===== src/sv/rlpl_pkg.sv =====
package rlpl_pkg;

    localparam int RLPL_ENTRIES = 32;

    localparam logic [5:0] MAX_PLEN = 6'd32;

    // input selector codes
    localparam logic [1:0] FUNC_ADD    = 2'd0;
    localparam logic [1:0] FUNC_LOOKUP = 2'd1;
    localparam logic [1:0] FUNC_CLEAR  = 2'd2;

    // result status codes
    localparam logic [1:0] STATUS_OK   = 2'd0;
    localparam logic [1:0] STATUS_MISS = 2'd1;
    localparam logic [1:0] STATUS_FULL = 2'd2;

    typedef enum logic [1:0] {
        S_IDLE,
        S_SCAN,
        S_DONE
    } t_state;

    // one table entry as stored in the route RAM
    typedef struct packed {
        logic [31:0] dest;
        logic [5:0]  len;
        logic [31:0] gateway;
        logic [3:0]  port;
    } t_route;

    // scan control toward the match unit
    typedef struct packed {
        logic clr;  // new lookup: drop previous candidates
        logic vld;  // RAM read data is valid this cycle
    } t_match_ctl;

    // top len bits set; len is at most 32 when stored
    function automatic logic [31:0] prefix_mask(input logic [5:0] len);
        logic [31:0] m;
        if (len == 6'd0) begin
            m = 32'h0;
        end else if (len >= MAX_PLEN) begin
            m = 32'hFFFF_FFFF;
        end else begin
            m = ~(32'hFFFF_FFFF >> len);
        end
        return m;
    endfunction

endpackage


===== src/sv/route_longest_prefix_lookup.sv =====
// Route table with longest-prefix lookup. Issue a word with start while busy
// is low; func picks add (0), lookup (1) or clear (2). Every word gives exactly
// one result on the o_ ports, shown for a single cycle with o_strobe high; the
// result cannot be held off, so capture it on that cycle. Add, clear and the
// unused selector finish at once: result in the next cycle, and busy stays low,
// so such words may be issued every cycle. A lookup walks the stored routes
// one slot per cycle through the single read port of the route RAM, then
// enters the done state; busy is high through the scan and the done state,
// and the result is registered as the block leaves the done state. On an
// empty table there is no walk: the lookup goes straight to the done state.
// Adds append to the next free slot; clear only resets the fill count, so it
// needs no sweep of the RAM.
module route_longest_prefix_lookup
    import rlpl_pkg::*;
#(
    parameter int ENTRIES = RLPL_ENTRIES
) (
    input  logic        i_clk,
    input  logic        i_rst_n,
    input  logic        start,
    output logic        busy,
    input  logic [1:0]  i_func,
    input  logic [31:0] i_address,
    input  logic [5:0]  i_prefix_len,
    input  logic [31:0] i_next_hop,
    input  logic [3:0]  i_intf_id,
    output logic        o_strobe,
    output logic [1:0]  o_status,
    output logic [4:0]  o_slot,
    output logic [31:0] o_route_next_hop,
    output logic [3:0]  o_route_intf,
    output logic [5:0]  o_route_prefix_len,
    output logic        o_used_default
);

    localparam int IW = $clog2(ENTRIES);       // slot index width
    localparam int CW = $clog2(ENTRIES + 1);   // fill count width

    // control state
    t_state        r_state, n_state;
    logic [CW-1:0] r_count, n_count;
    logic          r_issue, n_issue;   // scan still issuing reads
    logic          r_pend;             // read data arrives this cycle
    logic          r_strobe, n_strobe;

    // scan payload
    logic [IW-1:0] r_addr, n_addr;     // next slot to read
    logic [IW-1:0] r_pidx;             // slot of the data now on the RAM output
    logic [IW-1:0] r_last_idx, n_last_idx;
    logic [31:0]   r_key, n_key;

    // result word
    logic [1:0]    r_status, n_status;
    logic [4:0]    r_slot, n_slot;
    logic [31:0]   r_nh, n_nh;
    logic [3:0]    r_intf, n_intf;
    logic [5:0]    r_plen, n_plen;
    logic          r_def, n_def;

    logic          accept, add_ok, rd_en;
    logic [5:0]    sat_len;
    t_route        wr_route, rd_route;
    t_match_ctl    mctl;

    logic          m_found, m_default;
    logic [IW-1:0] m_idx;
    logic [31:0]   m_nh;
    logic [3:0]    m_intf;
    logic [5:0]    m_len;

    // slot field is the low five bits of the index
    logic [IW+4:0] add_slot_ext, hit_slot_ext;

    assign busy   = (r_state != S_IDLE);
    assign accept = start && !busy;
    assign add_ok = accept && (i_func == FUNC_ADD) && (r_count < CW'(ENTRIES));
    assign rd_en  = (r_state == S_SCAN) && r_issue;

    assign sat_len = (i_prefix_len > MAX_PLEN) ? MAX_PLEN : i_prefix_len;

    always_comb begin
        wr_route.dest    = i_address;
        wr_route.len     = sat_len;
        wr_route.gateway = i_next_hop;
        wr_route.port    = i_intf_id;
    end

    assign add_slot_ext = {5'b0, r_count[IW-1:0]};
    assign hit_slot_ext = {5'b0, m_idx};

    assign mctl.clr = accept && (i_func == FUNC_LOOKUP);
    assign mctl.vld = r_pend;

    rlpl_ram #(
        .WIDTH ($bits(t_route)),
        .DEPTH (ENTRIES)
    ) u_ram (
        .i_clk   (i_clk),
        .i_we    (add_ok),
        .i_waddr (r_count[IW-1:0]),
        .i_wdata (wr_route),
        .i_re    (rd_en),
        .i_raddr (r_addr),
        .o_rdata (rd_route)
    );

    rlpl_match #(
        .ENTRIES (ENTRIES)
    ) u_match (
        .i_clk      (i_clk),
        .i_rst_n    (i_rst_n),
        .i_ctl      (mctl),
        .i_idx      (r_pidx),
        .i_route    (rd_route),
        .i_key      (r_key),
        .o_found    (m_found),
        .o_idx      (m_idx),
        .o_next_hop (m_nh),
        .o_intf     (m_intf),
        .o_len      (m_len),
        .o_default  (m_default)
    );

    // next state and result word
    always_comb begin
        n_state    = r_state;
        n_count    = r_count;
        n_issue    = r_issue;
        n_addr     = r_addr;
        n_last_idx = r_last_idx;
        n_key      = r_key;
        n_strobe   = 1'b0;
        n_status   = STATUS_OK;
        n_slot     = 5'd0;
        n_nh       = 32'h0;
        n_intf     = 4'd0;
        n_plen     = 6'd0;
        n_def      = 1'b0;

        case (r_state)
            S_IDLE: begin
                if (accept) begin
                    case (i_func)
                        FUNC_ADD: begin
                            n_strobe = 1'b1;
                            if (add_ok) begin
                                n_count = r_count + CW'(1);
                                n_slot  = add_slot_ext[4:0];
                                n_nh    = i_next_hop;
                                n_intf  = i_intf_id;
                                n_plen  = sat_len;
                                n_def   = (i_address == 32'h0);
                            end else begin
                                n_status = STATUS_FULL;
                            end
                        end
                        FUNC_LOOKUP: begin
                            n_key = i_address;
                            if (r_count == CW'(0)) begin
                                n_state = S_DONE;
                            end else begin
                                n_state    = S_SCAN;
                                n_issue    = 1'b1;
                                n_addr     = '0;
                                n_last_idx = IW'(r_count - CW'(1));
                            end
                        end
                        FUNC_CLEAR: begin
                            n_strobe = 1'b1;
                            n_count  = '0;
                        end
                        default: begin
                            // unused selector: plain ok, table untouched
                            n_strobe = 1'b1;
                        end
                    endcase
                end
            end
            S_SCAN: begin
                if (r_issue) begin
                    n_addr = r_addr + IW'(1);
                    if (r_addr == r_last_idx) begin
                        n_issue = 1'b0;
                    end
                end
                if (r_pend && (r_pidx == r_last_idx)) begin
                    n_state = S_DONE;
                end
            end
            S_DONE: begin
                n_state  = S_IDLE;
                n_strobe = 1'b1;
                if (m_found) begin
                    n_slot = hit_slot_ext[4:0];
                    n_nh   = m_nh;
                    n_intf = m_intf;
                    n_plen = m_len;
                    n_def  = m_default;
                end else begin
                    n_status = STATUS_MISS;
                end
            end
            default: begin
                n_state = S_IDLE;
            end
        endcase
    end

    always_ff @(posedge i_clk) begin
        if (!i_rst_n) begin
            r_state  <= S_IDLE;
            r_count  <= '0;
            r_issue  <= 1'b0;
            r_pend   <= 1'b0;
            r_strobe <= 1'b0;
        end else begin
            r_state  <= n_state;
            r_count  <= n_count;
            r_issue  <= n_issue;
            r_pend   <= rd_en;
            r_strobe <= n_strobe;
        end
    end

    always_ff @(posedge i_clk) begin
        r_addr     <= n_addr;
        r_pidx     <= r_addr;
        r_last_idx <= n_last_idx;
        r_key      <= n_key;
        r_status   <= n_status;
        r_slot     <= n_slot;
        r_nh       <= n_nh;
        r_intf     <= n_intf;
        r_plen     <= n_plen;
        r_def      <= n_def;
    end

    assign o_strobe           = r_strobe;
    assign o_status           = r_status;
    assign o_slot             = r_slot;
    assign o_route_next_hop   = r_nh;
    assign o_route_intf       = r_intf;
    assign o_route_prefix_len = r_plen;
    assign o_used_default     = r_def;

    // fill count stays within the table
    a_count_range: assert property (@(posedge i_clk) disable iff (!i_rst_n)
        r_count <= CW'(ENTRIES))
        else $error("route count beyond table size");

    // no read data may be pending outside a scan
    a_pend_in_scan: assert property (@(posedge i_clk) disable iff (!i_rst_n)
        r_pend |-> (r_state == S_SCAN))
        else $error("read data pending outside scan");

    // a lookup on a non-empty table must start a scan
    a_lookup_scans: assert property (@(posedge i_clk) disable iff (!i_rst_n)
        (accept && (i_func == FUNC_LOOKUP) && (r_count != CW'(0)))
        |=> (r_state == S_SCAN) && r_issue)
        else $error("lookup did not start scan");

    // a table-full result only when the table really is full
    a_full_status: assert property (@(posedge i_clk) disable iff (!i_rst_n)
        (o_strobe && (o_status == STATUS_FULL)) |-> (r_count == CW'(ENTRIES)))
        else $error("full status with free slots");

    // the scan result strobes exactly after the done state
    a_done_strobe: assert property (@(posedge i_clk) disable iff (!i_rst_n)
        (r_state == S_DONE) |=> o_strobe && (r_state == S_IDLE))
        else $error("lookup result not delivered");

endmodule


===== src/sv/rlpl_ram.sv =====
module rlpl_ram #(
    parameter int WIDTH = 8,
    parameter int DEPTH = 32
) (
    input  logic                             i_clk,
    input  logic                             i_we,
    input  logic [$clog2(DEPTH)-1:0]         i_waddr,
    input  logic [WIDTH-1:0]                 i_wdata,
    input  logic                             i_re,
    input  logic [$clog2(DEPTH)-1:0]         i_raddr,
    output logic [WIDTH-1:0]                 o_rdata
);

    logic [WIDTH-1:0] r_mem [DEPTH];
    logic [WIDTH-1:0] r_rdata;

    always_ff @(posedge i_clk) begin
        if (i_we) begin
            r_mem[i_waddr] <= i_wdata;
        end
        if (i_re) begin
            r_rdata <= r_mem[i_raddr];
        end
    end

    assign o_rdata = r_rdata;

endmodule


===== src/sv/rlpl_match.sv =====
module rlpl_match
    import rlpl_pkg::*;
#(
    parameter int ENTRIES = RLPL_ENTRIES
) (
    input  logic                         i_clk,
    input  logic                         i_rst_n,
    input  t_match_ctl                   i_ctl,
    input  logic [$clog2(ENTRIES)-1:0]   i_idx,
    input  t_route                       i_route,
    input  logic [31:0]                  i_key,
    output logic                         o_found,
    output logic [$clog2(ENTRIES)-1:0]   o_idx,
    output logic [31:0]                  o_next_hop,
    output logic [3:0]                   o_intf,
    output logic [5:0]                   o_len,
    output logic                         o_default
);

    localparam int IW = $clog2(ENTRIES);

    logic          r_have_best, r_have_def;
    logic [IW-1:0] r_best_idx, r_def_idx;
    logic [31:0]   r_best_gw, r_def_gw;
    logic [3:0]    r_best_port, r_def_port;
    logic [5:0]    r_best_len, r_def_len;

    logic is_def, hit;

    always_comb begin
        is_def = (i_route.dest == 32'h0);
        // later slots win ties, so >= on the length
        hit = !is_def && (i_route.len != 6'd0)
            && (((i_key ^ i_route.dest) & prefix_mask(i_route.len)) == 32'h0)
            && (!r_have_best || (i_route.len >= r_best_len));
    end

    always_ff @(posedge i_clk) begin
        if (!i_rst_n) begin
            r_have_best <= 1'b0;
            r_have_def  <= 1'b0;
        end else if (i_ctl.clr) begin
            r_have_best <= 1'b0;
            r_have_def  <= 1'b0;
        end else if (i_ctl.vld) begin
            if (hit) begin
                r_have_best <= 1'b1;
            end
            if (is_def) begin
                r_have_def <= 1'b1;
            end
        end
    end

    always_ff @(posedge i_clk) begin
        if (i_ctl.vld && !i_ctl.clr) begin
            if (hit) begin
                r_best_idx  <= i_idx;
                r_best_gw   <= i_route.gateway;
                r_best_port <= i_route.port;
                r_best_len  <= i_route.len;
            end
            // first default route only
            if (is_def && !r_have_def) begin
                r_def_idx  <= i_idx;
                r_def_gw   <= i_route.gateway;
                r_def_port <= i_route.port;
                r_def_len  <= i_route.len;
            end
        end
    end

    assign o_found    = r_have_best || r_have_def;
    assign o_default  = !r_have_best;
    assign o_idx      = r_have_best ? r_best_idx  : r_def_idx;
    assign o_next_hop = r_have_best ? r_best_gw   : r_def_gw;
    assign o_intf     = r_have_best ? r_best_port : r_def_port;
    assign o_len      = r_have_best ? r_best_len  : r_def_len;

endmodule


===== config.mk =====
export PLATFORM = sky130hd
export DESIGN_NAME = route_longest_prefix_lookup
export DESIGN_NICKNAME = d
export VERILOG_FILES = /design/src/sv/rlpl_pkg.sv /design/src/sv/route_longest_prefix_lookup.sv /design/src/sv/rlpl_ram.sv /design/src/sv/rlpl_match.sv
export SDC_FILE = /design/constraint.sdc
export NUM_CORES = 2
export LEC_CHECK = 0
export ABC_AREA = 1
export BUFFER_PORTS_ARGS = -buffer_cell sky130_fd_sc_hd__buf_2
export CORE_AREA = 2 2 463 465
export CTS_BUF_LIST = sky130_fd_sc_hd__clkbuf_16
export CTS_CLUSTER_DIAMETER = 100
export DETAILED_ROUTE_END_ITERATION = 8
export DIE_AREA = 0 0 465 467
export PLACE_DENSITY_LB_ADDON = 0.08
export SYNTH_ARGS = -nofsm -noshare
export SYNTH_HDL_FRONTEND = slang
export SYNTH_HIERARCHICAL = 1
export SYNTH_SLANG_ARGS = --single-unit

===== constraint.sdc =====
create_clock -name i_clk -period 7 [get_ports i_clk]
set_input_delay 0.35 -clock i_clk [delete_from_list [all_inputs] [get_ports i_clk]]
set_output_delay 0.35 -clock i_clk [all_outputs]
set_load 0.005 [all_outputs]

==> metrics.md <==
| Metric | Value |
|---|---|
| Status | completed |
| CTS tree | done |
| Worst-Skew Late Latency | 940 ps |
| HP Start | i_next_hop[16] |
| Compound-Gate Fraction of Synth Area | 0.603% |
| Total grt overflow | 0 |
| Largest net degree at the start of global routing | 220 |
| CP required | 7550 ps |
| Iter 0 DRT Violations | 7311 |
| Final WL | 307 mm |
| Fill cells | 17500 |
| Seq/Total Area, Yosys | 74.5% |
| R2R Path End | u_ram/r_mem[17][67] |
| Crit path DAT | 4770 ps |
| Startpoint type of the worst setup path | flop |
| Final core utilization | 55.8% |
| Reg2reg path depth | 9 |
| IO Count | 131 |
| Mean number of vias per cell | 5.83 |
| Fmax | 237 MHz |
| Top_reg_cell synth | edfxtp_1 |
| Mean Syn Cell Area | 12.3 um^2 |
| Met3 Resource Use GR | 4.07% |
| Count leader, synth | nand2_1 |
| Count of different cell masters after synthesis | 41 |
| GRT Util Overall | 27.9% |
| IO buf count | 130 |
| Sequential cell area | 78800 um^2 |
| Hold Path Stages | 1 |
| Global-route wire length before repair | 448 mm |
| DP HPWL | 157 mm |
| Slew Viols, Final | 0 |
| WHS Endpoint | u_ram/r_mem[3][20] |
| Worst Skew | 38.3 ps |
| Hold Slack | 49.3 ps |
| Layout area overhead | 11.7% |
| Initial antenna violation count | 12 |
| Die Wd | 465 um |
| Drt drc | 0 |
| Vias | 68600 |
| Main combinational cell family by area after synthesis | simple AND/OR/NAND/NOR gates |
| Worst-path clk slew | 60 ps |
| DRT antenna net count | 0 |
| Crit share post-route | 60.2% |
| FP Rows | 169 |
| Max_slew headroom | 4.50% |
| Synth Area in Adders | 0.118% |
| Max clock buf depth | 4 |
| Grt met2 use | 45.0% |
| Post-synthesis cell count | 8609 |
| Post-Syn Area | 106000 um^2 |
| Post_cts resized | 0 |
| H-tree levels | 5 |
| TNS Setup | 0 ps |
| Reg2Reg Launch Point | r_state[0] |
| Hold Crit Class | in -> reg |
| Hold Fails Final Rpt | 0 |
| Max-Cap Viols | 0 |
| GP Congestion | 0.837 |
| Top Usage Layer GRT | met2 |
| Area contributors post-synth | edfxtp_1 (73%), nand2_1 (10%), nand3_1 (10%) |
| Vias in the first global route | 65000 |
| Met1 Use GR | 39.9% |
| Reg2reg setup slack | 2780 ps |
| 1st-pass router iterations | 6 |
| YS warnings | 6 |
| WS Path Type | reg -> reg |
| Post-synth top cells | nand2_1 (2954), edfxtp_1 (2578), nand3_1 (2123), buf_2 (262), nor2_1 (111) |
| Mux contribution to synthesized area | 0% |
| Post CTS Setup Buffer Count | 0 |
| Post-synthesis sequential element count | 2646 |
| Synth top area share | 73.2% |
| Share of layout cells above drive strength 1 | 8.11% |
| Dominant cell type by area after synthesis | edfxtp_1 |
| Core area | 212000 um^2 |
| Synth Area in XOR/XNOR | 0.290% |
| Worst-Margin Slew | 1430 ps |
| Post-synthesis simple-gate area fraction | 21.2% |
| Area taken by multi-input logic gates | 23800 um^2 |
| # nets final | 8826 |
| Starting Density | 49.9% |
| WL/cell | 26.1 um |
| CP endpoint kind | flop |
| CP max FO | 28 |
| Max VDD drop | 0.278 mV |
| Die area | 217000 um^2 |
| Syn_nets | 8698 |
| Unrepaired setup endpoints after global routing | no |
| CTS Buf Count | 295 |
| Post-synth EDFFs | 2578 |
| Sink Count | 2646 |
| CTS Hold Bufs | 67 |
| Post-layout min period | 4220 ps |
| Die Ht | 467 um |
| LEAKAGE | 42.3 nW |
| Asr flop ratio synth | 0% |
| Pwr dens | 274 nW/um^2 |
| Clock root cell | clkbuf_16 |
| Setup violators final | 0 |
-- how the worst max path moves through the flow --
stage / to / start / slack, ps / depth (start not counted)
floorplan: u_ram/r_mem[31][0] / r_state[0] / 2180 / 8
global placement: u_ram/r_mem[17][50] / r_state[0] / 2920 / 9
detailed placement: u_ram/r_mem[17][67] / r_state[0] / 2870 / 9
CTS: u_ram/r_mem[17][67] / r_state[0] / 2870 / 9
global route: u_ram/r_mem[17][49] / r_state[0] / 2720 / 9
finish: u_ram/r_mem[17][67] / r_state[0] / 2780 / 9
-- critical path: stages, from the launching register on --
cell	delay [ps]
dfxtp_1	350
nor2_4	400
nand2_2	110
clkinv_2	100
nand2_4	70
nor2_8	390
nand3_1	480
buf_4	350
nor2_4	890
buf_4	640
-- routing by layer --
layer | up-vias | part of all wire [%]
met2 | 2801 | 47
met5 | - | 0.0036
met1 | 34600 | 43
met4 | 2 | 2.5
li1 | 30700 | -
met3 | 439 | 7.4
-- placed cells by master, fill, tap and decap left out, types with 5 or more instances in the layout --
cell	count
nand2_1	2954
a21oi_1	21
edfxtp_1	2578
xor2_1	23
diode_2	9
clkbuf_16	304
o21ai_1	5
nor2_4	42
inv_1	126
dlygate4sd3_1	67
ha_1	10
buf_2	130
a22o_1	39
o21ai_0	22
buf_12	28
bufinv_16	13
buf_4	135
nand3_1	2123
xnor2_1	12
inv_2	7
nand4_1	12
clkinv_2	34
clkinv_1	74
dfxtp_1	67
nor2_1	73
-- area by class of cell --
class | instances | area share [%]
antenna | 9 | 0.0191
clock buffer | 304 | 6.44
clock inverter | 194 | 0.971
inverter | 72 | 0.269
multi-input combinational | 5362 | 20.1
sequential | 2646 | 66.7
tap | 2821 | 2.99
timing repair buffer | 360 | 2.45
-- state kept, by name, summed over array words and instances (netlist names), 6 cells and up --
name and cells:
u_ram/o_rdata 74, o_route_next_hop 32, r_key 32, u_match/r_best_gw 32, u_match/r_best_len 6, o_route_prefix_len 6
u_match/r_def_gw 32, u_match/r_def_len 6, r_count 6, u_ram/r_mem 2368
-- per-stage QoR --
stage               area [um^2]  worst slack [ps]  total power, mW  cells
global route             118000              2720             33.3  11800
finish                   118000              2780             32.4  11800
detailed placement       109000              2870             18.4  11200
CTS                      118000              2870             32.6  11800
floorplan                106000              2180             18.0   8609
global placement         109000              2920             18.4  11200
-- report_power, final --
| part | internal [mW] | switching (mW) |
|---|---|---|
| sequential | 17.4 | 0.0145 |
| combinational | 0.157 | 0.543 |
| clock | 8.26 | 6.02 |
| total | 25.8 | 6.57 |
-- kinds of logic after synthesis --
logic type | count (synthesis)
AOI/OAI and AO/OA | 93
xor gates and xnor gates | 35
adders and majority gates | 10
buffers and inverters | 601
DFF | 2646
and+or+nand+nor | 5224
No activity file was read; power rests on OpenSTA's default activity.
